$ cat src/sv/csc_pkg.sv
// ----------------------------------------------------------------------------
// csc_pkg
// Shared sizes, register indexes and controller/datapath interface types
// for the chord sequence capture block.
// ----------------------------------------------------------------------------
package csc_pkg;

   // Number of buttons and depth of the text store.
   localparam int BUTTONS   = 16;
   localparam int MAX_LEN   = 32;

   localparam int BTN_IDX_W = $clog2(BUTTONS);
   localparam int BTN_CNT_W = $clog2(BUTTONS + 1);
   localparam int ADDR_W    = $clog2(MAX_LEN);
   localparam int LEN_W     = $clog2(MAX_LEN + 1);

   localparam int CHAR_W    = 8;
   localparam int ELAPSED_W = 16;
   localparam int IDLE_W    = 32;
   localparam int CSR_IDX_W = 3;
   localparam int CSR_DATA_W = 64;

   // Register indexes of the configuration port.
   typedef enum logic [CSR_IDX_W-1:0] {
      CSR_LINK_SYMBOL  = 3'd0,
      CSR_SYMBOLS_LOW  = 3'd1,
      CSR_SYMBOLS_HIGH = 3'd2,
      CSR_TIMEOUT      = 3'd3,
      CSR_MAX_LENGTH   = 3'd4,
      CSR_BUTTON_COUNT = 3'd5
   } csr_index_type;

   // Commands from the controller to the datapath.
   typedef struct packed {
      logic load;        // take a new item, restart the scan
      logic put_link;    // append the link symbol
      logic put_symbol;  // append the current button's symbol and advance
      logic skip;        // no press on the current button, advance
      logic idle_update; // fold the tick into the idle time
      logic read_char;   // fetch the next character of the release
      logic next_char;   // step the release pointer
      logic clear_text;  // empty the store after the last character
   } csc_cmd_type;

   // Status from the datapath to the controller.
   typedef struct packed {
      logic scan_done;   // all buttons scanned or length limit reached
      logic press_edge;  // current button has a rising edge
      logic pressed;     // a press was already collected in this tick
      logic release_ok;  // idle time exceeds timeout and store not empty
      logic last_char;   // fetched character is the final one
   } csc_status_type;

endpackage

$ cat src/sv/csc_ctrl.sv
// ----------------------------------------------------------------------------
// csc_ctrl
// Controller state machine: sequences the button scan, the idle time update
// and the character-by-character release of the collected text.
// ----------------------------------------------------------------------------
module csc_ctrl (
   input  logic                    clock,
   input  logic                    reset,
   input  logic                    req_valid,
   input  logic                    rsp_ready,
   input  csc_pkg::csc_status_type status,
   output csc_pkg::csc_cmd_type    cmd,
   output logic                    req_ready,
   output logic                    rsp_valid
);

   typedef enum logic [6:0] {
      ST_IDLE   = 7'b0000001,
      ST_SCAN   = 7'b0000010,
      ST_SYMBOL = 7'b0000100,
      ST_UPDATE = 7'b0001000,
      ST_DECIDE = 7'b0010000,
      ST_READ   = 7'b0100000,
      ST_SHOW   = 7'b1000000
   } state_type;

   state_type state_ff;
   state_type state_in;

   // Next state and command decode.
   always_comb begin
      state_in = state_ff;
      cmd      = '0;
      case (state_ff)
         ST_IDLE: begin
            if (req_valid) begin
               cmd.load = 1'b1;
               state_in = ST_SCAN;
            end
         end
         ST_SCAN: begin
            if (status.scan_done) begin
               state_in = ST_UPDATE;
            end else if (status.press_edge && status.pressed) begin
               cmd.put_link = 1'b1;
               state_in     = ST_SYMBOL;
            end else if (status.press_edge) begin
               cmd.put_symbol = 1'b1;
            end else begin
               cmd.skip = 1'b1;
            end
         end
         ST_SYMBOL: begin
            // The symbol after a link goes in without a new limit check.
            cmd.put_symbol = 1'b1;
            state_in       = ST_SCAN;
         end
         ST_UPDATE: begin
            cmd.idle_update = 1'b1;
            state_in        = ST_DECIDE;
         end
         ST_DECIDE: begin
            if (status.release_ok) begin
               state_in = ST_READ;
            end else begin
               state_in = ST_IDLE;
            end
         end
         ST_READ: begin
            cmd.read_char = 1'b1;
            state_in      = ST_SHOW;
         end
         ST_SHOW: begin
            if (rsp_ready) begin
               if (status.last_char) begin
                  cmd.clear_text = 1'b1;
                  state_in       = ST_IDLE;
               end else begin
                  cmd.next_char = 1'b1;
                  state_in      = ST_READ;
               end
            end
         end
         default: begin
            state_in = ST_IDLE;
         end
      endcase
   end

   // State register.
   always_ff @(posedge clock) begin
      if (reset) begin
         state_ff <= ST_IDLE;
      end else begin
         state_ff <= state_in;
      end
   end

   assign req_ready = (state_ff == ST_IDLE);
   assign rsp_valid = (state_ff == ST_SHOW);

endmodule

$ cat src/sv/csc_datapath.sv
// ----------------------------------------------------------------------------
// csc_datapath
// Configuration registers, item registers, button edge detection, text store
// and saturating idle time counter.
// ----------------------------------------------------------------------------
module csc_datapath (
   input  logic                                 clock,
   input  logic                                 reset,
   input  logic                                 csr_write_enable,
   input  logic [csc_pkg::CSR_IDX_W-1:0]        csr_index,
   input  logic [csc_pkg::CSR_DATA_W-1:0]       csr_write_data,
   input  logic [csc_pkg::BUTTONS-1:0]          req_levels,
   input  logic [csc_pkg::ELAPSED_W-1:0]        req_elapsed,
   input  csc_pkg::csc_cmd_type                 cmd,
   output csc_pkg::csc_status_type              status,
   output logic [csc_pkg::CHAR_W-1:0]           rsp_character,
   output logic                                 rsp_last
);

   // Configuration registers.
   logic [csc_pkg::CHAR_W-1:0]     link_symbol_ff;
   logic [63:0]                    symbols_low_ff;
   logic [63:0]                    symbols_high_ff;
   logic [csc_pkg::IDLE_W-1:0]     timeout_ff;
   logic [5:0]                     max_length_ff;
   logic [4:0]                     button_count_ff;

   // Item and scan state.
   logic [csc_pkg::BUTTONS-1:0]    levels_ff;
   logic [csc_pkg::ELAPSED_W-1:0]  elapsed_ff;
   logic [csc_pkg::BUTTONS-1:0]    prev_levels_ff;
   logic [csc_pkg::BUTTONS-1:0]    prev_levels_in;
   logic [csc_pkg::BTN_CNT_W-1:0]  button_ff;
   logic                           pressed_ff;
   logic [csc_pkg::LEN_W-1:0]      length_ff;
   logic [csc_pkg::IDLE_W-1:0]     idle_ff;
   logic [csc_pkg::ADDR_W-1:0]     read_ptr_ff;

   // Text store and its registered read port.
   logic [csc_pkg::CHAR_W-1:0]     text_store [csc_pkg::MAX_LEN];
   logic [csc_pkg::CHAR_W-1:0]     read_data_ff;
   logic                           read_last_ff;

   logic [csc_pkg::BTN_IDX_W-1:0]  button_idx;
   logic [csc_pkg::BTN_CNT_W-1:0]  count_eff;
   logic [csc_pkg::LEN_W-1:0]      limit_eff;
   logic [127:0]                   symbol_bits;
   logic [csc_pkg::CHAR_W-1:0]     symbol;
   logic                           store_write;
   logic [csc_pkg::CHAR_W-1:0]     store_data;
   logic [csc_pkg::IDLE_W:0]       idle_sum;
   logic [csc_pkg::IDLE_W-1:0]     idle_in;
   logic                           advance;

   // Configuration writes; unknown indexes are ignored.
   always_ff @(posedge clock) begin
      if (reset) begin
         link_symbol_ff  <= 8'd43;
         symbols_low_ff  <= '0;
         symbols_high_ff <= '0;
         timeout_ff      <= 32'd1000;
         max_length_ff   <= 6'd32;
         button_count_ff <= 5'd16;
      end else if (csr_write_enable) begin
         case (csr_index)
            csc_pkg::CSR_LINK_SYMBOL:  link_symbol_ff  <= csr_write_data[7:0];
            csc_pkg::CSR_SYMBOLS_LOW:  symbols_low_ff  <= csr_write_data;
            csc_pkg::CSR_SYMBOLS_HIGH: symbols_high_ff <= csr_write_data;
            csc_pkg::CSR_TIMEOUT:      timeout_ff      <= csr_write_data[31:0];
            csc_pkg::CSR_MAX_LENGTH:   max_length_ff   <= csr_write_data[5:0];
            csc_pkg::CSR_BUTTON_COUNT: button_count_ff <= csr_write_data[4:0];
            default: begin
            end
         endcase
      end
   end

   // Clamped scan bounds.
   assign count_eff = (button_count_ff > 5'(csc_pkg::BUTTONS))
                    ? csc_pkg::BTN_CNT_W'(csc_pkg::BUTTONS)
                    : csc_pkg::BTN_CNT_W'(button_count_ff);
   assign limit_eff = (max_length_ff > 6'(csc_pkg::MAX_LEN))
                    ? csc_pkg::LEN_W'(csc_pkg::MAX_LEN)
                    : csc_pkg::LEN_W'(max_length_ff);

   // Current button, its edge and its symbol.
   assign button_idx  = button_ff[csc_pkg::BTN_IDX_W-1:0];
   assign symbol_bits = {symbols_high_ff, symbols_low_ff};
   assign symbol      = symbol_bits[{button_idx, 3'b000} +: 8];

   assign status.scan_done  = (button_ff >= count_eff) || (length_ff >= limit_eff);
   assign status.press_edge = levels_ff[button_idx] && !prev_levels_ff[button_idx];
   assign status.pressed    = pressed_ff;
   assign status.release_ok = (idle_ff > timeout_ff) && (length_ff != '0);
   assign status.last_char  = read_last_ff;

   // A character that finds the store full is dropped.
   assign store_write = (cmd.put_link || cmd.put_symbol) &&
                        (length_ff < csc_pkg::LEN_W'(csc_pkg::MAX_LEN));
   assign store_data  = cmd.put_link ? link_symbol_ff : symbol;
   assign advance     = cmd.put_symbol || cmd.skip;

   // The scanned button takes its new level; others keep theirs.
   always_comb begin
      prev_levels_in = prev_levels_ff;
      if (advance) begin
         prev_levels_in[button_idx] = levels_ff[button_idx];
      end
   end

   // Saturating idle time; any press clears it.
   assign idle_sum = {1'b0, idle_ff} + {17'd0, elapsed_ff};
   assign idle_in  = pressed_ff ? '0
                   : (idle_sum[csc_pkg::IDLE_W] ? '1 : idle_sum[csc_pkg::IDLE_W-1:0]);

   // Control state of the datapath.
   always_ff @(posedge clock) begin
      if (reset) begin
         prev_levels_ff <= '0;
         button_ff      <= '0;
         pressed_ff     <= 1'b0;
         length_ff      <= '0;
         idle_ff        <= '0;
         read_ptr_ff    <= '0;
      end else begin
         prev_levels_ff <= prev_levels_in;
         if (cmd.load) begin
            button_ff   <= '0;
            pressed_ff  <= 1'b0;
            read_ptr_ff <= '0;
         end
         if (advance) begin
            button_ff <= button_ff + 1'b1;
         end
         if (cmd.put_symbol) begin
            pressed_ff <= 1'b1;
         end
         if (store_write) begin
            length_ff <= length_ff + 1'b1;
         end
         if (cmd.idle_update) begin
            idle_ff <= idle_in;
         end
         if (cmd.next_char) begin
            read_ptr_ff <= read_ptr_ff + 1'b1;
         end
         if (cmd.clear_text) begin
            length_ff   <= '0;
            read_ptr_ff <= '0;
         end
      end
   end

   // Item payload registers.
   always_ff @(posedge clock) begin
      if (cmd.load) begin
         levels_ff  <= req_levels;
         elapsed_ff <= req_elapsed;
      end
   end

   // Text store: one write and one registered read.
   always_ff @(posedge clock) begin
      if (store_write) begin
         text_store[length_ff[csc_pkg::ADDR_W-1:0]] <= store_data;
      end
      if (cmd.read_char) begin
         read_data_ff <= text_store[read_ptr_ff];
         read_last_ff <= ({1'b0, read_ptr_ff} + 1'b1) == length_ff;
      end
   end

   assign rsp_character = read_data_ff;
   assign rsp_last      = read_last_ff;

endmodule

$ cat src/sv/chord_sequence_capture_top.sv
// From acceptance the controller scans the buttons (the clamped button_count, fewer once
// the length limit is reached), with a symbol state after each link, then updates the
// idle time and decides on a release; with no release the next item is accepted in the
// cycle after the decision. A release reads each character from the store, then offers it
// until rsp_ready; the next item is accepted in the cycle after the last character.
// Reset (synchronous, active high) restores registers, levels and idle time; text emptied.
// ----------------------------------------------------------------------------
// chord_sequence_capture_top
// Collects newly pressed buttons into a short text and releases that text one
// character per result after a period without a new press.
// ----------------------------------------------------------------------------
module chord_sequence_capture_top (
   input  logic                               clock,
   input  logic                               reset,
   input  logic                               csr_write_enable,
   input  logic [csc_pkg::CSR_IDX_W-1:0]      csr_index,
   input  logic [csc_pkg::CSR_DATA_W-1:0]     csr_write_data,
   input  logic                               req_valid,
   output logic                               req_ready,
   input  logic [csc_pkg::BUTTONS-1:0]        req_levels,
   input  logic [csc_pkg::ELAPSED_W-1:0]      req_elapsed,
   output logic                               rsp_valid,
   input  logic                               rsp_ready,
   output logic [csc_pkg::CHAR_W-1:0]         rsp_character,
   output logic                               rsp_last
);

   csc_pkg::csc_cmd_type    cmd;
   csc_pkg::csc_status_type status;

   // Controller.
   csc_ctrl u_ctrl (
      .clock     (clock),
      .reset     (reset),
      .req_valid (req_valid),
      .rsp_ready (rsp_ready),
      .status    (status),
      .cmd       (cmd),
      .req_ready (req_ready),
      .rsp_valid (rsp_valid)
   );

   // Datapath.
   csc_datapath u_datapath (
      .clock            (clock),
      .reset            (reset),
      .csr_write_enable (csr_write_enable),
      .csr_index        (csr_index),
      .csr_write_data   (csr_write_data),
      .req_levels       (req_levels),
      .req_elapsed      (req_elapsed),
      .cmd              (cmd),
      .status           (status),
      .rsp_character    (rsp_character),
      .rsp_last         (rsp_last)
   );

   // A result is never offered while a new item can be taken.
   assert property (@(posedge clock) disable iff (reset) !(rsp_valid && req_ready))
      else $error("result offered while accepting items");

   // Taking the final character of a release frees the input side.
   assert property (@(posedge clock) disable iff (reset)
      rsp_valid && rsp_ready && rsp_last |=> req_ready)
      else $error("block not ready after final character");

   // An accepted item always starts a scan.
   assert property (@(posedge clock) disable iff (reset)
      req_valid && req_ready |=> !req_ready && !rsp_valid)
      else $error("accepted item did not start a scan");

   // No character is collected and no item is taken while a result is offered.
   assert property (@(posedge clock) disable iff (reset)
      rsp_valid |-> !(cmd.load || cmd.put_link || cmd.put_symbol))
      else $error("text changed during a release");

endmodule
$ cat config.mk
export PLATFORM = sky130hd
export DESIGN_NAME = chord_sequence_capture_top
export DESIGN_NICKNAME = d
export VERILOG_FILES = /design/src/sv/csc_pkg.sv /design/src/sv/csc_ctrl.sv /design/src/sv/csc_datapath.sv /design/src/sv/chord_sequence_capture_top.sv
export SDC_FILE = /design/constraint.sdc
export NUM_CORES = 1
export LEC_CHECK = 0
export BUFFER_PORTS_ARGS = -buffer_cell sky130_fd_sc_hd__buf_4
export CAP_MARGIN = 20
export CORE_MARGIN = 4
export CORE_UTILIZATION = 60
export CTS_CLUSTER_DIAMETER = 30
export CTS_CLUSTER_SIZE = 10
export DETAILED_ROUTE_END_ITERATION = 6
export PLACE_DENSITY = 0.78
export SLEW_MARGIN = 20
export SYNTH_ARGS = -nofsm -noshare
export SYNTH_HDL_FRONTEND = slang
export SYNTH_SLANG_ARGS = --single-unit
$ cat constraint.sdc
create_clock -name clock -period 5.2 [get_ports clock]
set_input_delay 1.04 -clock clock [delete_from_list [all_inputs] [get_ports clock]]
set_output_delay 1.04 -clock clock [all_outputs]
set_load 0.02 [all_outputs]
==> impl_metrics.env <==
export IMPL_cts_tree="yes"
export IMPL_gr_total_overflow=0
export IMPL_detail_route_iter0_violations=1618
export IMPL_period_share=0.805
export IMPL_place_inst=2546
export IMPL_run_status="complete, no violations"
export IMPL_drt_pre_antenna_iters=5
export IMPL_synth_edf_count=297
export IMPL_io_pins=115
export IMPL_wl_per_cell_um=23.5
export IMPL_start_kind="register"
export IMPL_routed_via_density=6.27
export IMPL_ys_flop_type="edfxtp_1"
export IMPL_synth_cells=1995
export IMPL_grt_max_degree=119
export IMPL_cts_sinks=548
export IMPL_synth_cell_types=74
export IMPL_slew_violations=0
export IMPL_critPathMaxFanout=10
export IMPL_critPathKind="reg2reg"
export IMPL_ys_ff_latch=548
export IMPL_ctsHoldBuffers=0
export IMPL_final_common_cell="nand2_1"
export IMPL_grt_pass1_wl_um=99900
export IMPL_vias=17231
export IMPL_root_buffer="clkbuf_16"
export IMPL_path_buf_inv=1
export IMPL_track_usage=0.295
export IMPL_async_reset_ff_frac=0
export IMPL_dpl_hpwl_um=38400
export IMPL_hold_viol_final=0
export IMPL_ctsResizeCount=0
export IMPL_cp_top_family="simple AND/OR/NAND/NOR gates"
export IMPL_clk_latency_ns=0.63
export IMPL_core_area_um2=39600
export IMPL_required_ns=5.45
export IMPL_syn_area_um2=24000
export IMPL_grt_pass1_vias=17353
export IMPL_die_h_um=208
export IMPL_tns_ns=0
export IMPL_drv_cap=0
export IMPL_finalSetupViolCount=0
export IMPL_slew_headroom=0.221
export IMPL_final_layout_size_suffix_gt1_frac=0.220
export IMPL_crit_path_end_kind="register"
export IMPL_cp_arrival_ns=4.43
export IMPL_min_path_type="reg2reg"
export IMPL_min_period_ns=4.18
export IMPL_route_met3_wl_um=5250
export IMPL_ant_nets=0
export IMPL_synth_fp_nets=2168
export IMPL_gp_congestion=0.879
export IMPL_drc=0
export IMPL_yosysTopAreaCellShare=0.371
export IMPL_cts_buffers_inserted=107
export IMPL_top_layer="met5"
export IMPL_yosys_area_top_type="edfxtp_1"
export IMPL_power_uw=12400
export IMPL_yosysWarnings=0
export IMPL_clock_path_buffers=3
export IMPL_tightest_slew_ns=1.17
export IMPL_instances_no_fill=2749
export IMPL_syn_to_final_growth_pct=21.6
export IMPL_cts_setup_buffers=0
export IMPL_port_buffer_count=114
export IMPL_fin_skew_ns=0.0207
export IMPL_max_freq_mhz=239
export IMPL_rows=73
export IMPL_peakVddDrop_mv=0.320
export IMPL_p_leak_uw=0.0104
export IMPL_htree_levels=3
export IMPL_die_width_um=208
export IMPL_drt_wl_total_um=64600
export IMPL_wl_met2_um=33500
export IMPL_power_density_nw_per_um2=425
export IMPL_path_cells="inv_1 > ha_1 > nand2b_1 > a211oi_1 > o21ai_1 > a2111oi_2 > nand2b_1 > nand3_1 > nor2_1"
export IMPL_avgSynthCellArea_um2=12.0
export IMPL_synth_seq_area_share=0.580
export IMPL_met1_length_um=23700
export IMPL_antenna_found_initial=3
export IMPL_holdWs_ns=0.451
export IMPL_layout_nets=2304
export IMPL_max_stage_delay_ns=0.86
export IMPL_synthTopCellsByArea="edfxtp_1, dfxtp_1, mux4_2"
export IMPL_rsz0062_at_grt="no"
export IMPL_die_area_um2=43300
export IMPL_crit_path_frequent_cell="nand2b_1"
export IMPL_clk_pin_slew_ns=0.05
export IMPL_start_util=0.606
export IMPL_mostFrequentLayoutCells="nand2_1, edfxtp_1, dfxtp_1"
export IMPL_slowest_stage="nor2_1"
==> registers in the layout, indices dropped and copies added, names as in the netlist, 6 cells and up <==
signal and cells:
u_datapath.symbols_high_ff 64, u_datapath.elapsed_ff 16, u_datapath.symbols_low_ff 64, u_datapath.idle_ff 32, u_datapath.timeout_ff 32, u_datapath.levels_ff 16
u_datapath.text_store 256, u_datapath.prev_levels_ff 16, u_datapath.max_length_ff 6, u_datapath.rsp_character 8, u_datapath.length_ff 6, u_datapath.link_symbol_ff 8
u_ctrl.state_ff 7
==> routing by layer <==
metal,vias up,track usage
met3,149,0.0623
met5,-,0
met2,889,0.510
li1,7628,-
met4,2,0.101
met1,8563,0.372
==> area by class of cell <==
class | count | area [µm²]
timing repair buffer | 139 | 1060
antenna | 2 | 5.00
clock buffer | 117 | 2780
multi-input combinational | 1276 | 9460
sequential | 548 | 14000
clock inverter | 83 | 1070
fill | 2467 | 10400
inverter | 59 | 221
tap | 525 | 657
==> worst reg2reg max path, delay by kind of cell, from the launching register on <==
family	cells	cell delay (ns)
simple gates	4	1.77
compound gates	3	1.07
flops	1	0.49
fa+ha+maj	1	0.31
buf+inv	1	0.16
==> through the flow <==
stage / area (µm²) / utilization / setup WS [ns]
6_report: 29200 / 0.737 / 1.02
3_3_place_gp: 25300 / 0.638 / 1.18
4_1_cts: 29200 / 0.736 / 1.06
2_1_floorplan: 24000 / - / 1.07
3_5_place_dp: 25300 / 0.638 / 1.12
5_1_grt: 29200 / 0.737 / 0.694
==> final timing paths <==
path / slack [ns] / cells after the start / to / startpoint
setup reg to reg: 1.02 / 9 / u_datapath.text_store[17][3]$_DFFE_PP_ / u_datapath.button_ff[0]$_SDFFE_PP0P_
hold reg to reg: 0.45 / 2 / u_datapath.symbols_high_ff[16]$_SDFFE_PP0P_ / u_datapath.symbols_high_ff[16]$_SDFFE_PP0P_
setup / recovery: 1.02 / 9 / u_datapath.text_store[17][3]$_DFFE_PP_ / u_datapath.button_ff[0]$_SDFFE_PP0P_
hold / removal: 0.45 / 2 / u_datapath.symbols_high_ff[16]$_SDFFE_PP0P_ / u_datapath.symbols_high_ff[16]$_SDFFE_PP0P_
==> synthesized netlist by cell type (5+ instances only) <==
| cell | count |
|---|---|
| nor3_1 | 21 |
| a311oi_1 | 5 |
| a211o_1 | 9 |
| dfxtp_1 | 251 |
| buf_1 | 13 |
| o21ai_1 | 27 |
| ha_1 | 68 |
| and2_1 | 5 |
| a21o_1 | 13 |
| inv_2 | 5 |
| mux4_2 | 129 |
| nand2b_1 | 11 |
| xor2_1 | 7 |
| a21oi_1 | 209 |
| mux2_1 | 18 |
| nand3b_1 | 12 |
| or2_1 | 5 |
| a31oi_1 | 8 |
| or3_1 | 10 |
| nor2b_1 | 20 |
| nand3_1 | 35 |
| nor2_1 | 100 |
| inv_1 | 54 |
| o211ai_1 | 8 |
| clkbuf_1 | 94 |
| nand4_1 | 11 |
| a211oi_1 | 8 |
| mux2_2 | 9 |
| nor3b_1 | 6 |
| and3_1 | 10 |
| nor4_1 | 6 |
| o21a_1 | 6 |
| xnor2_1 | 15 |
| o21ai_0 | 14 |
| edfxtp_1 | 297 |
| mux2i_1 | 21 |
| nand2_1 | 396 |
==> power breakdown <==
group	switching, µW	total, µW	leakage [µW]	internal (µW)
sequential	30.9	4660	0.00477	4620
combinational	282	445	0.00376	163
clock	2390	7300	0.00183	4910
total	2700	12400	0.0104	9700
==> kinds of logic (layout without fill, tap and decap cells) <==
kind of cell,after synthesis,after routing,synth area share
AO/OA/AOI/OAI,345,345,0.0848
XOR/XNOR,22,22,0.00802
adder cells (fa/ha/maj),69,69,0.0363
buffers and inverters,171,398,0.0277
flip-flops,548,548,0.580
multiplexers,177,177,0.142
other,0,2,0
AND/OR/NAND/NOR,663,663,0.120
Note: power is estimated with default switching activity, not from simulation.
